==> src/hdl/token_scanner_unit_macros.svh <==
// Assertion macros for the token scanner unit.
`ifndef TOKEN_SCANNER_UNIT_MACROS_SVH
`define TOKEN_SCANNER_UNIT_MACROS_SVH

// Same-cycle implication, sampled on clk_i, off while rst_ni is low.
`define TSU_ASSERT_NOW(lbl, ante, cons, msg) \
  lbl: assert property (@(posedge clk_i) disable iff (!rst_ni) (ante) |-> (cons)) \
    else $error(msg);

// Next-cycle implication, sampled on clk_i, off while rst_ni is low.
`define TSU_ASSERT_NEXT(lbl, ante, cons, msg) \
  lbl: assert property (@(posedge clk_i) disable iff (!rst_ni) (ante) |=> (cons)) \
    else $error(msg);

`endif

==> src/hdl/tsu_pkg.sv <==
// Shared types, codes and character helpers of the token scanner.
`timescale 1ns / 1ps
package tsu_pkg;

  localparam int COUNTER_BITS_DEF = 16;
  localparam int FIFO_DEPTH       = 4;
  localparam int FIFO_PTR_W       = 2;
  localparam int FIFO_CNT_W       = 3;

  // scanner states
  localparam logic [2:0] ST_IDLE   = 3'd0;
  localparam logic [2:0] ST_IDENT  = 3'd1;
  localparam logic [2:0] ST_INT    = 3'd2;
  localparam logic [2:0] ST_DOT    = 3'd3;
  localparam logic [2:0] ST_FRAC   = 3'd4;
  localparam logic [2:0] ST_STRING = 3'd5;
  localparam logic [2:0] ST_OP     = 3'd6;

  // pending two-byte operator
  localparam logic [1:0] OP_LT   = 2'd0;
  localparam logic [1:0] OP_GT   = 2'd1;
  localparam logic [1:0] OP_EQ   = 2'd2;
  localparam logic [1:0] OP_BANG = 2'd3;

  // token classes
  localparam logic [3:0] CL_IDENT  = 4'd0;
  localparam logic [3:0] CL_INT    = 4'd1;
  localparam logic [3:0] CL_FLOAT  = 4'd2;
  localparam logic [3:0] CL_STRING = 4'd3;
  localparam logic [3:0] CL_ARITH  = 4'd4;
  localparam logic [3:0] CL_REL    = 4'd5;
  localparam logic [3:0] CL_LPAREN = 4'd6;
  localparam logic [3:0] CL_RPAREN = 4'd7;
  localparam logic [3:0] CL_LBRACK = 4'd8;
  localparam logic [3:0] CL_RBRACK = 4'd9;
  localparam logic [3:0] CL_LBRACE = 4'd10;
  localparam logic [3:0] CL_RBRACE = 4'd11;
  localparam logic [3:0] CL_COMMA  = 4'd12;
  localparam logic [3:0] CL_SEMI   = 4'd13;
  localparam logic [3:0] CL_EQUAL  = 4'd14;
  localparam logic [3:0] CL_ERROR  = 4'd15;

  typedef struct packed {
    logic [3:0]  cls;
    logic [15:0] line;
    logic [15:0] col;
    logic [15:0] len;
    logic        last;
  } tsu_rec_t;

  // records produced by one accepted byte
  typedef struct packed {
    logic [1:0] cnt;
    tsu_rec_t   rec0;
    tsu_rec_t   rec1;
  } tsu_push_t;

  typedef struct packed {
    logic       vld;
    logic       err;
    logic [3:0] cls;
  } tsu_close_t;

  typedef struct packed {
    logic       emit;
    logic       err;
    logic [3:0] cls;
    logic [2:0] st;
    logic [1:0] op;
  } tsu_start_t;

  function automatic logic is_letter(input logic [7:0] c);
    return (c >= "a" && c <= "z") || (c >= "A" && c <= "Z");
  endfunction

  function automatic logic is_digit(input logic [7:0] c);
    return c >= "0" && c <= "9";
  endfunction

  function automatic logic is_space(input logic [7:0] c);
    return c == " " || (c >= 8'd9 && c <= 8'd13);
  endfunction

  // What an open token turns into when something ends it.
  function automatic tsu_close_t close_fn(input logic [2:0] st, input logic [1:0] op);
    tsu_close_t r;
    r = '0;
    unique case (st)
      ST_IDENT:        begin r.vld = 1'b1; r.cls = CL_IDENT; end
      ST_INT:          begin r.vld = 1'b1; r.cls = CL_INT; end
      ST_DOT, ST_FRAC: begin r.vld = 1'b1; r.cls = CL_FLOAT; end
      ST_STRING:       begin r.vld = 1'b1; r.err = 1'b1; r.cls = CL_ERROR; end
      ST_OP: begin
        r.vld = 1'b1;
        unique case (op)
          OP_BANG: begin r.err = 1'b1; r.cls = CL_ERROR; end
          OP_EQ:   r.cls = CL_EQUAL;
          default: r.cls = CL_REL;
        endcase
      end
      default: r = '0;
    endcase
    return r;
  endfunction

  // Classify the first byte of a token.
  function automatic tsu_start_t start_fn(input logic [7:0] c);
    tsu_start_t s;
    s = '0;
    s.st = ST_IDLE;
    priority if (is_space(c)) begin
      s.emit = 1'b0;
    end else if (is_letter(c)) begin
      s.st = ST_IDENT;
    end else if (is_digit(c)) begin
      s.st = ST_INT;
    end else begin
      s.emit = 1'b1;
      unique case (c)
        "\"": begin s.emit = 1'b0; s.st = ST_STRING; end
        "+", "-", "*", "/", "%": s.cls = CL_ARITH;
        "<": begin s.emit = 1'b0; s.st = ST_OP; s.op = OP_LT; end
        ">": begin s.emit = 1'b0; s.st = ST_OP; s.op = OP_GT; end
        "=": begin s.emit = 1'b0; s.st = ST_OP; s.op = OP_EQ; end
        "!": begin s.emit = 1'b0; s.st = ST_OP; s.op = OP_BANG; end
        "(": s.cls = CL_LPAREN;
        ")": s.cls = CL_RPAREN;
        "[": s.cls = CL_LBRACK;
        "]": s.cls = CL_RBRACK;
        "{": s.cls = CL_LBRACE;
        "}": s.cls = CL_RBRACE;
        ",": s.cls = CL_COMMA;
        ";": s.cls = CL_SEMI;
        default: begin s.err = 1'b1; s.cls = CL_ERROR; end
      endcase
    end
    return s;
  endfunction

endpackage

==> src/hdl/tsu_if.sv <==
// Valid/ready channel interfaces for source bytes and token records.
`timescale 1ns / 1ps
interface tsu_in_if;
  logic       valid;
  logic       ready;
  logic [7:0] ch;
  logic       end_of_text;
  modport source (output valid, ch, end_of_text, input ready);
  modport sink   (input valid, ch, end_of_text, output ready);
endinterface

interface tsu_out_if;
  logic        valid;
  logic        ready;
  logic [3:0]  token_class;
  logic [15:0] start_line;
  logic [15:0] start_column;
  logic [15:0] token_length;
  logic        last_of_run;
  modport source (output valid, token_class, start_line, start_column, token_length,
                  last_of_run, input ready);
  modport sink   (input valid, token_class, start_line, start_column, token_length,
                  last_of_run, output ready);
endinterface

==> src/hdl/tsu_scan_core.sv <==
// Scanner state registers and the one-byte transition logic.
`timescale 1ns / 1ps
module tsu_scan_core import tsu_pkg::*; #(
  parameter int CounterBits = COUNTER_BITS_DEF
) (
  input  logic      clk_i,
  input  logic      rst_ni,
  input  logic      accept_i,
  input  logic [7:0] ch_i,
  input  logic      eot_i,
  output tsu_push_t push_o
);

  localparam int CmpW = (CounterBits > 16) ? CounterBits : 16;
  localparam logic [CounterBits-1:0] One = CounterBits'(1);

  logic [2:0]             st_q, st_d;
  logic [1:0]             op_q, op_d;
  logic [CounterBits-1:0] cl_q, cl_d, cc_q, cc_d;
  logic [CounterBits-1:0] tl_q, tl_d, tc_q, tc_d, len_q, len_d;
  logic                   halt_q, halt_d;

  function automatic logic [CounterBits-1:0] sat_inc(input logic [CounterBits-1:0] v);
    return (&v) ? v : v + One;
  endfunction

  function automatic logic [15:0] clamp16(input logic [CounterBits-1:0] v);
    logic [CmpW-1:0] ve;
    ve = CmpW'(v);
    return (ve > CmpW'(16'hFFFF)) ? 16'hFFFF : ve[15:0];
  endfunction

  function automatic tsu_rec_t mk_rec(input logic [3:0] cls, input logic [CounterBits-1:0] line,
                                      input logic [CounterBits-1:0] col,
                                      input logic [CounterBits-1:0] len, input logic err);
    tsu_rec_t r;
    r.cls  = cls;
    r.line = clamp16(line);
    r.col  = clamp16(col);
    r.len  = err ? 16'd0 : clamp16(len);
    r.last = 1'b0;
    return r;
  endfunction

  logic                   take, a_vld, a_err, b_vld, b_err, c_vld, err_m;
  logic [3:0]             a_cls;
  logic [2:0]             st_m;
  logic [1:0]             op_m;
  logic [CounterBits-1:0] tl_m, tc_m, len_m;
  tsu_close_t             cp, cf;
  tsu_start_t             sc;
  tsu_rec_t               rec_a, rec_b, rec_c;

  always_comb begin
    st_d   = st_q;
    op_d   = op_q;
    cl_d   = cl_q;
    cc_d   = cc_q;
    tl_d   = tl_q;
    tc_d   = tc_q;
    len_d  = len_q;
    halt_d = halt_q;
    take   = 1'b0;
    a_vld  = 1'b0;
    a_err  = 1'b0;
    a_cls  = CL_STRING;
    b_vld  = 1'b0;
    b_err  = 1'b0;
    c_vld  = 1'b0;
    st_m   = st_q;
    op_m   = op_q;
    tl_m   = tl_q;
    tc_m   = tc_q;
    len_m  = len_q;
    cp     = '0;
    cf     = '0;
    sc     = '0;
    err_m  = 1'b0;

    // first try to extend or finish the open token
    unique case (st_q)
      ST_IDENT: take = is_letter(ch_i) || is_digit(ch_i);
      ST_INT: begin
        if (is_digit(ch_i)) begin
          take = 1'b1;
        end else if (ch_i == ".") begin
          take = 1'b1;
          st_m = ST_DOT;
        end
      end
      ST_DOT, ST_FRAC: begin
        if (is_digit(ch_i)) begin
          take = 1'b1;
          st_m = ST_FRAC;
        end
      end
      ST_STRING: begin
        take = 1'b1;
        if (ch_i == "\"") begin
          a_vld = 1'b1;
          a_cls = CL_STRING;
          st_m  = ST_IDLE;
        end
      end
      ST_OP: begin
        if (ch_i == "=") begin
          take  = 1'b1;
          a_vld = 1'b1;
          a_cls = CL_REL;
          st_m  = ST_IDLE;
        end
      end
      default: take = 1'b0;
    endcase

    if (take) begin
      len_m = sat_inc(len_q);
    end else begin
      // close what was open, then, unless that close is an error, scan the byte as a new token
      cp    = close_fn(st_q, op_q);
      a_vld = cp.vld;
      a_err = cp.err;
      a_cls = cp.cls;
      st_m  = ST_IDLE;
      if (!cp.err) begin
        sc    = start_fn(ch_i);
        tl_m  = cl_q;
        tc_m  = cc_q;
        len_m = One;
        st_m  = sc.st;
        if (sc.st == ST_OP) begin
          op_m = sc.op;
        end
        b_vld = sc.emit;
        b_err = sc.err;
      end
    end
    err_m = a_err | b_err;

    if (eot_i && !err_m) begin
      cf    = close_fn(st_m, op_m);
      c_vld = cf.vld;
    end

    if (accept_i) begin
      if (halt_q || eot_i) begin
        if (eot_i) begin
          st_d   = ST_IDLE;
          op_d   = OP_LT;
          cl_d   = One;
          cc_d   = One;
          tl_d   = One;
          tc_d   = One;
          len_d  = '0;
          halt_d = 1'b0;
        end
      end else begin
        st_d   = st_m;
        op_d   = op_m;
        tl_d   = tl_m;
        tc_d   = tc_m;
        len_d  = len_m;
        halt_d = err_m;
        if (ch_i == 8'd10) begin
          cl_d = sat_inc(cl_q);
          cc_d = One;
        end else begin
          cc_d = sat_inc(cc_q);
        end
      end
    end
  end

  // record a comes from the open token, b from a one-byte token, c from end of text
  assign rec_a = mk_rec(a_cls, tl_q, tc_q, take ? len_m : len_q, a_err);
  assign rec_b = mk_rec(sc.cls, cl_q, cc_q, One, b_err);
  assign rec_c = mk_rec(cf.cls, tl_m, tc_m, len_m, cf.err);

  logic a_on, b_on, c_on;
  assign a_on = accept_i && !halt_q && a_vld;
  assign b_on = accept_i && !halt_q && b_vld;
  assign c_on = accept_i && !halt_q && c_vld;

  always_comb begin
    push_o.cnt  = 2'(a_on) + 2'(b_on) + 2'(c_on);
    push_o.rec0 = a_on ? rec_a : (b_on ? rec_b : rec_c);
    push_o.rec1 = (a_on && b_on) ? rec_b : rec_c;
    push_o.rec0.last = (push_o.cnt == 2'd1);
    push_o.rec1.last = (push_o.cnt == 2'd2);
  end

  always_ff @(posedge clk_i or negedge rst_ni) begin
    if (!rst_ni) begin
      st_q   <= ST_IDLE;
      op_q   <= OP_LT;
      cl_q   <= One;
      cc_q   <= One;
      tl_q   <= One;
      tc_q   <= One;
      len_q  <= '0;
      halt_q <= 1'b0;
    end else begin
      st_q   <= st_d;
      op_q   <= op_d;
      cl_q   <= cl_d;
      cc_q   <= cc_d;
      tl_q   <= tl_d;
      tc_q   <= tc_d;
      len_q  <= len_d;
      halt_q <= halt_d;
    end
  end

endmodule

==> src/hdl/tsu_rec_fifo.sv <==
// Four-entry record queue between the scanner and the token channel.
`timescale 1ns / 1ps
module tsu_rec_fifo import tsu_pkg::*; (
  input  logic             clk_i,
  input  logic             rst_ni,
  input  tsu_push_t        push_i,
  output logic             ready_o,
  tsu_out_if.source        out_o
);

  tsu_rec_t              mem_q [FIFO_DEPTH];
  logic [FIFO_PTR_W-1:0] wp_q, wp_d, rp_q, rp_d;
  logic [FIFO_CNT_W-1:0] fill_q, fill_d;
  logic                  pop;
  tsu_rec_t              head;

  // room for the worst case of two records from one byte
  assign ready_o = fill_q <= FIFO_CNT_W'(FIFO_DEPTH - 2);

  assign head              = mem_q[rp_q];
  assign out_o.valid        = fill_q != '0;
  assign out_o.token_class  = head.cls;
  assign out_o.start_line   = head.line;
  assign out_o.start_column = head.col;
  assign out_o.token_length = head.len;
  assign out_o.last_of_run  = head.last;

  assign pop    = out_o.valid && out_o.ready;
  assign wp_d   = wp_q + FIFO_PTR_W'(push_i.cnt);
  assign rp_d   = rp_q + FIFO_PTR_W'(pop);
  assign fill_d = fill_q + FIFO_CNT_W'(push_i.cnt) - FIFO_CNT_W'(pop);

  always_ff @(posedge clk_i) begin
    if (push_i.cnt != 2'd0) begin
      mem_q[wp_q] <= push_i.rec0;
    end
    if (push_i.cnt == 2'd2) begin
      mem_q[wp_q + FIFO_PTR_W'(1)] <= push_i.rec1;
    end
  end

  always_ff @(posedge clk_i or negedge rst_ni) begin
    if (!rst_ni) begin
      wp_q   <= '0;
      rp_q   <= '0;
      fill_q <= '0;
    end else begin
      wp_q   <= wp_d;
      rp_q   <= rp_d;
      fill_q <= fill_d;
    end
  end

endmodule

==> src/hdl/token_scanner_unit.sv <==
// Token scanner top level: byte channel in, token record channel out.
//
//   channel | dir | word                                   | handshake
//   in_i    | in  | ch, end_of_text                        | valid/ready
//   out_o   | out | token_class, start_line, start_column, | valid/ready
//           |     | token_length, last_of_run              |
//
// One byte is scanned per cycle while in_i.ready is high; its zero to two records
// land in a 4-entry queue at the same edge and leave one per cycle while
// out_o.ready is high. in_i.ready drops while the queue has fewer than two free
// entries. Reset is asynchronous: scanner back to line 1, column 1, queue empty.
// Nothing is lost or repeated when out_o stalls.
`timescale 1ns / 1ps
`include "token_scanner_unit_macros.svh"
module token_scanner_unit import tsu_pkg::*; #(
  parameter int CounterBits = COUNTER_BITS_DEF
) (
  input  logic      clk_i,
  input  logic      rst_ni,
  tsu_in_if.sink    in_i,
  tsu_out_if.source out_o
);

  logic      q_ready;
  logic      accept;
  tsu_push_t push;

  assign in_i.ready = q_ready;
  assign accept     = in_i.valid && q_ready;

  tsu_scan_core #(.CounterBits(CounterBits)) u_core (
    .clk_i    (clk_i),
    .rst_ni   (rst_ni),
    .accept_i (accept),
    .ch_i     (in_i.ch),
    .eot_i    (in_i.end_of_text),
    .push_o   (push)
  );

  tsu_rec_fifo u_fifo (
    .clk_i   (clk_i),
    .rst_ni  (rst_ni),
    .push_i  (push),
    .ready_o (q_ready),
    .out_o   (out_o)
  );

  `TSU_ASSERT_NOW(a_push_needs_accept, !accept, push.cnt == 2'd0, "records without a byte")
  `TSU_ASSERT_NOW(a_two_last_marked, push.cnt == 2'd2, push.rec1.last && !push.rec0.last, "bad last flag")
  `TSU_ASSERT_NOW(a_error_len_zero, out_o.valid && out_o.token_class == CL_ERROR, out_o.token_length == 16'd0, "error length")

endmodule
==> src/flat_wrapper.sv <==
// flat-port wrapper written by rule: the top's interface ports become plain ports
module token_scanner_unit_flat import tsu_pkg::*;
#(
  parameter int CounterBits = COUNTER_BITS_DEF
)
  (clk_i, rst_ni, in_i_valid, in_i_ch, in_i_end_of_text, in_i_ready, out_o_valid, out_o_token_class, out_o_start_line, out_o_start_column, out_o_token_length, out_o_last_of_run, out_o_ready);
  tsu_in_if in_i_i ();
  tsu_out_if out_o_i ();
  input  logic clk_i;
  input  logic rst_ni;
  input wire logic [$bits(in_i_i.valid)-1:0] in_i_valid;
  input wire logic [$bits(in_i_i.ch)-1:0] in_i_ch;
  input wire logic [$bits(in_i_i.end_of_text)-1:0] in_i_end_of_text;
  output wire logic [$bits(in_i_i.ready)-1:0] in_i_ready;
  output wire logic [$bits(out_o_i.valid)-1:0] out_o_valid;
  output wire logic [$bits(out_o_i.token_class)-1:0] out_o_token_class;
  output wire logic [$bits(out_o_i.start_line)-1:0] out_o_start_line;
  output wire logic [$bits(out_o_i.start_column)-1:0] out_o_start_column;
  output wire logic [$bits(out_o_i.token_length)-1:0] out_o_token_length;
  output wire logic [$bits(out_o_i.last_of_run)-1:0] out_o_last_of_run;
  input wire logic [$bits(out_o_i.ready)-1:0] out_o_ready;
  assign in_i_i.valid = in_i_valid;
  assign in_i_i.ch = in_i_ch;
  assign in_i_i.end_of_text = in_i_end_of_text;
  assign in_i_ready = in_i_i.ready;
  assign out_o_valid = out_o_i.valid;
  assign out_o_token_class = out_o_i.token_class;
  assign out_o_start_line = out_o_i.start_line;
  assign out_o_start_column = out_o_i.start_column;
  assign out_o_token_length = out_o_i.token_length;
  assign out_o_last_of_run = out_o_i.last_of_run;
  assign out_o_i.ready = out_o_ready;
  token_scanner_unit #(.CounterBits(CounterBits)) u_core (.clk_i(clk_i), .rst_ni(rst_ni), .in_i(in_i_i), .out_o(out_o_i));
endmodule
==> config.mk <==
export PLATFORM = sky130hd
export DESIGN_NAME = token_scanner_unit_flat
export DESIGN_NICKNAME = d
export VERILOG_FILES = /design/src/hdl/tsu_pkg.sv /design/src/hdl/tsu_if.sv /design/src/hdl/tsu_scan_core.sv /design/src/hdl/tsu_rec_fifo.sv /design/src/hdl/token_scanner_unit.sv /design/src/flat_wrapper.sv
export VERILOG_INCLUDE_DIRS = /design/src /design/src/hdl
export SDC_FILE = /design/constraint.sdc
export NUM_CORES = 1
export LEC_CHECK = 0
export BUFFER_PORTS_ARGS = -buffer_cell sky130_fd_sc_hd__clkbuf_2
export CORE_MARGIN = 4
export CORE_UTILIZATION = 55
export CTS_CLUSTER_SIZE = 12
export DETAILED_ROUTE_END_ITERATION = 8
export PLACE_DENSITY = 0.73
export REMOVE_ABC_BUFFERS = 1
export SYNTH_ARGS = -nofsm -noshare
export SYNTH_HDL_FRONTEND = slang
export SYNTH_SLANG_ARGS = --single-unit
==> constraint.sdc <==
create_clock -name clk_i -period 7 [get_ports clk_i]
set_clock_uncertainty 0.1 [all_clocks]
set_input_delay 0.7 -clock clk_i [delete_from_list [all_inputs] [get_ports clk_i]]
set_output_delay 0.7 -clock clk_i [all_outputs]
set_load 0.01 [all_outputs]
==> qor.yml <==
synth:
  syn_area_um2: 15910
  synth-edff-count: 212
  synth-async-reset-ratio: 0.3049
  synth_cells: 1244
  yosys.area.top_type_share: 0.4002
  synth-seq-cells: 305
  synth_area_leaders: "edfxtp_1 40%, dfrtp_1 14%, mux2_2 9.5%"
  synth_top_area_cell: "edfxtp_1"
  synth_warnings: 0
  ys_types: 80
  synth_ff_type: "edfxtp_1"
  yosysSeqAreaShare: 0.5468
  syn_avg_cell_area_um2: 12.79
detailed_routing:
  vias_per_cell: 6.398
  avgRoutedWirePerCell_um: 22.41
  dr.pass1.iters: 5
  via_count: 10781
  ant_nets: 0
  drtIter0Drc: 1092
  routed_wl_mm: 37.77
  drc: 0
cts:
  post_cts_buffers: 0
  cts_inserted_buffers: 31
  ctsHoldBuffers: 0
  clk_latency_ns: 0.57
  cts_resized: 0
  cts_tree: "done"
  clock_path_buffers: 3
  clk_pin_slew_ns: 0.06
  htree_levels: 1
  root_buffer: "clkbuf_16"
  cts.sinks: 305
cells_and_area:
  final_cell_mix: "212 x edfxtp_1, 134 x mux2_2, 87 x dfrtp_1, 83 x nand2_1, 71 x nor2_1"
  final_common_cell: "edfxtp_1"
  final_area_um2: 17510
  fill_cells: 2151
  area_growth_pct: 10.09
  drive_gt1_frac: 0.2640
  diodes: 0
  nNetsFinal: 1305
setup_path:
  arrival_ns: 5.88
  reg2reg_depth: 13
  cp_cell_sequence: "and4b_1, o21ai_0, o211ai_1, or4_4, nand2_1, o311ai_0, fa_1, inv_1, nor2_1, nand3_1, nand2_1, nand2_2, mux2_2"
  cp_common_cell: "nand2_1"
  cp-start-kind: "flop"
  max_stage_delay_ns: 0.62
  crit_type: "reg -> reg"
  cp_slowest_cell: "fa_1"
  required_ns: 7.22
  crit_path_end_kind: "flop"
  path_max_fanout: 32
placement:
  place_congestion: 0.9295
  port_buffers: 67
  placed_area_um2: 16560
  place_hpwl_mm: 23.74
floorplan:
  start_util: 0.5648
  die_w_um: 178.1
  pin_count: 68
  die_h_um: 178.1
  die_area_um2: 31710
  core_um2: 28160
  fp-row-count: 61
worst_hold_path:
  min_path_type: "in -> async"
global_route:
  grt_pass1_vias: 10468
  grt_overflow_total: 0
  antenna_found_initial: 0
  grt_max_degree: 55
  grtUsageTotal: 0.2383
  grt_pass1_wl_mm: 59.44
sta:
  fin_setup_tns_ns: 0
  rsz0062_at_grt: "false"
  tightest_slew_ns: 1.009
  slew_headroom: 0.3249
  setup_viol: 0
  post-route-period-util: 0.8089
  period_minus_slack_ns: 5.662
  timing.fmax_mhz: 176.6
  finalHoldViolations: 0
  final_max_slew_viol_count: 0
outcome:
  outcome: "complete, no violations"
pwr:
  p_leak_nw: 6.342
  vdd_drop_max_mv: 0.3381
  power_density_nw_per_um2: 306.4
job:
  drv_cap: 0
## registers in the layout, summed over array words and instances (netlist names)
signal                flops
u_core.u_core.len_q      16
u_core.u_core.op_q        2
u_core.u_core.tc_q       16
u_core.u_fifo.fill_q      3
u_core.u_core.st_q        3
u_core.u_core.tl_q       16
u_core.u_core.cc_q       16
u_core.u_fifo.wp_q        2
u_core.u_fifo.rp_q        2
u_core.u_core.halt_q      1
u_core.u_fifo.mem_q     212
u_core.u_core.cl_q       16
## worst paths after layout
| check | from | to | slack, ns |
|---|---|---|---|
| max in group asynchronous | rst_ni | u_core.u_core.tc_q[9] | 5.63 |
| hold reg to reg | u_core.u_fifo.fill_q[2] | u_core.u_fifo.fill_q[2] | 0.40 |
| setup / recovery | u_core.u_core.st_q[0] | u_core.u_fifo.mem_q[0][36] | 1.34 |
| setup reg to reg | u_core.u_core.st_q[0] | u_core.u_fifo.mem_q[0][36] | 1.34 |
| hold / removal | rst_ni | u_core.u_core.halt_q | 0.06 |
| min in group clk_i | u_core.u_fifo.fill_q[2] | u_core.u_fifo.fill_q[2] | 0.40 |
## kinds of logic after synthesis
logic type	after synthesis	synth area share
flip-flops	305	0.5468
adder cells (fa/ha/maj)	10	0.008810
AO/OA/AOI/OAI	271	0.1150
buffers and inverters	102	0.02863
XOR/XNOR	28	0.01542
AND/OR/NAND/NOR	328	0.1073
multiplexers	200	0.1781
## final cells by class
class	instances	area, um2	area share
Clock buffer	54	912.1	0.05208
Multi-Input combinational cell	837	6792	0.3878
Sequential cell	305	8703	0.4970
Clock inverter	4	36.28	0.002072
Inverter	21	78.83	0.004501
Timing Repair Buffer	86	518.0	0.02958
Tap cell	378	473.0	0.02701
## Yosys cell counts (all sizes together) (5+ instances only)
| cell | number |
|---|---|
| a21oi | 63 |
| a22o | 31 |
| a22oi | 9 |
| a31oi | 7 |
| and2 | 14 |
| and3 | 21 |
| and4 | 7 |
| buf | 33 |
| clkbuf | 48 |
| dfrtp | 89 |
| edfxtp | 212 |
| ha | 8 |
| inv | 20 |
| mux2 | 134 |
| mux2i | 13 |
| mux4 | 53 |
| nand2 | 86 |
| nand2b | 11 |
| nand3 | 35 |
| nand4 | 11 |
| nor2 | 75 |
| nor2b | 14 |
| nor3 | 16 |
| o21a | 6 |
| o21ai | 67 |
| o22ai | 14 |
| o31ai | 20 |
| o32ai | 21 |
| or3 | 12 |
| or4 | 5 |
| xnor2 | 16 |
| xor2 | 12 |
## report_power, final
part	internal [W]	switching (W)	total (W)	leakage, nW
logic	0.000622	0.000861	0.00148	2.84
registers	0.00219	0.000140	0.00233	3.05
clock network	0.000879	0.000676	0.00156	0.455
## worst max-delay path: cells and delay by family, from the launching register on
| kind | cells | cell delay (ns) |
|---|---|---|
| simple gates | 7 | 2.48 |
| buf+inv | 1 | 0.10 |
| flops | 1 | 0.58 |
| mux | 1 | 0.53 |
| compound gates | 3 | 0.98 |
| fa+ha+maj | 1 | 0.62 |
## layer usage
metal	part of all wire	track usage	routed length [um]
met5	0	0	0
met2	0.49	0.4010	18510
met1	0.43	0.3362	16190
met3	0.056	0.02628	2130
met4	0.025	0.05833	934
## per-stage QoR
| step | std cells | hold WS (ns) | total power (W) | setup slack [ns] | utilization |
|---|---|---|---|---|---|
| global placement | 1627 | 0.3771 | 0.003833 | 1.194 | 0.5882 |
| floorplan | 1163 | 0.3044 | 0.003301 | -0.6755 | - |
| detailed placement | 1627 | 0.3904 | 0.003863 | 1.062 | 0.5882 |
| finish | 1685 | 0.06304 | 0.005367 | 1.338 | 0.6218 |
| global route | 1685 | 0.1137 | 0.005620 | 1.051 | 0.6218 |
| CTS | 1685 | 0.08738 | 0.005405 | 1.418 | 0.6218 |
Note: power is estimated with default switching activity, not from simulation.
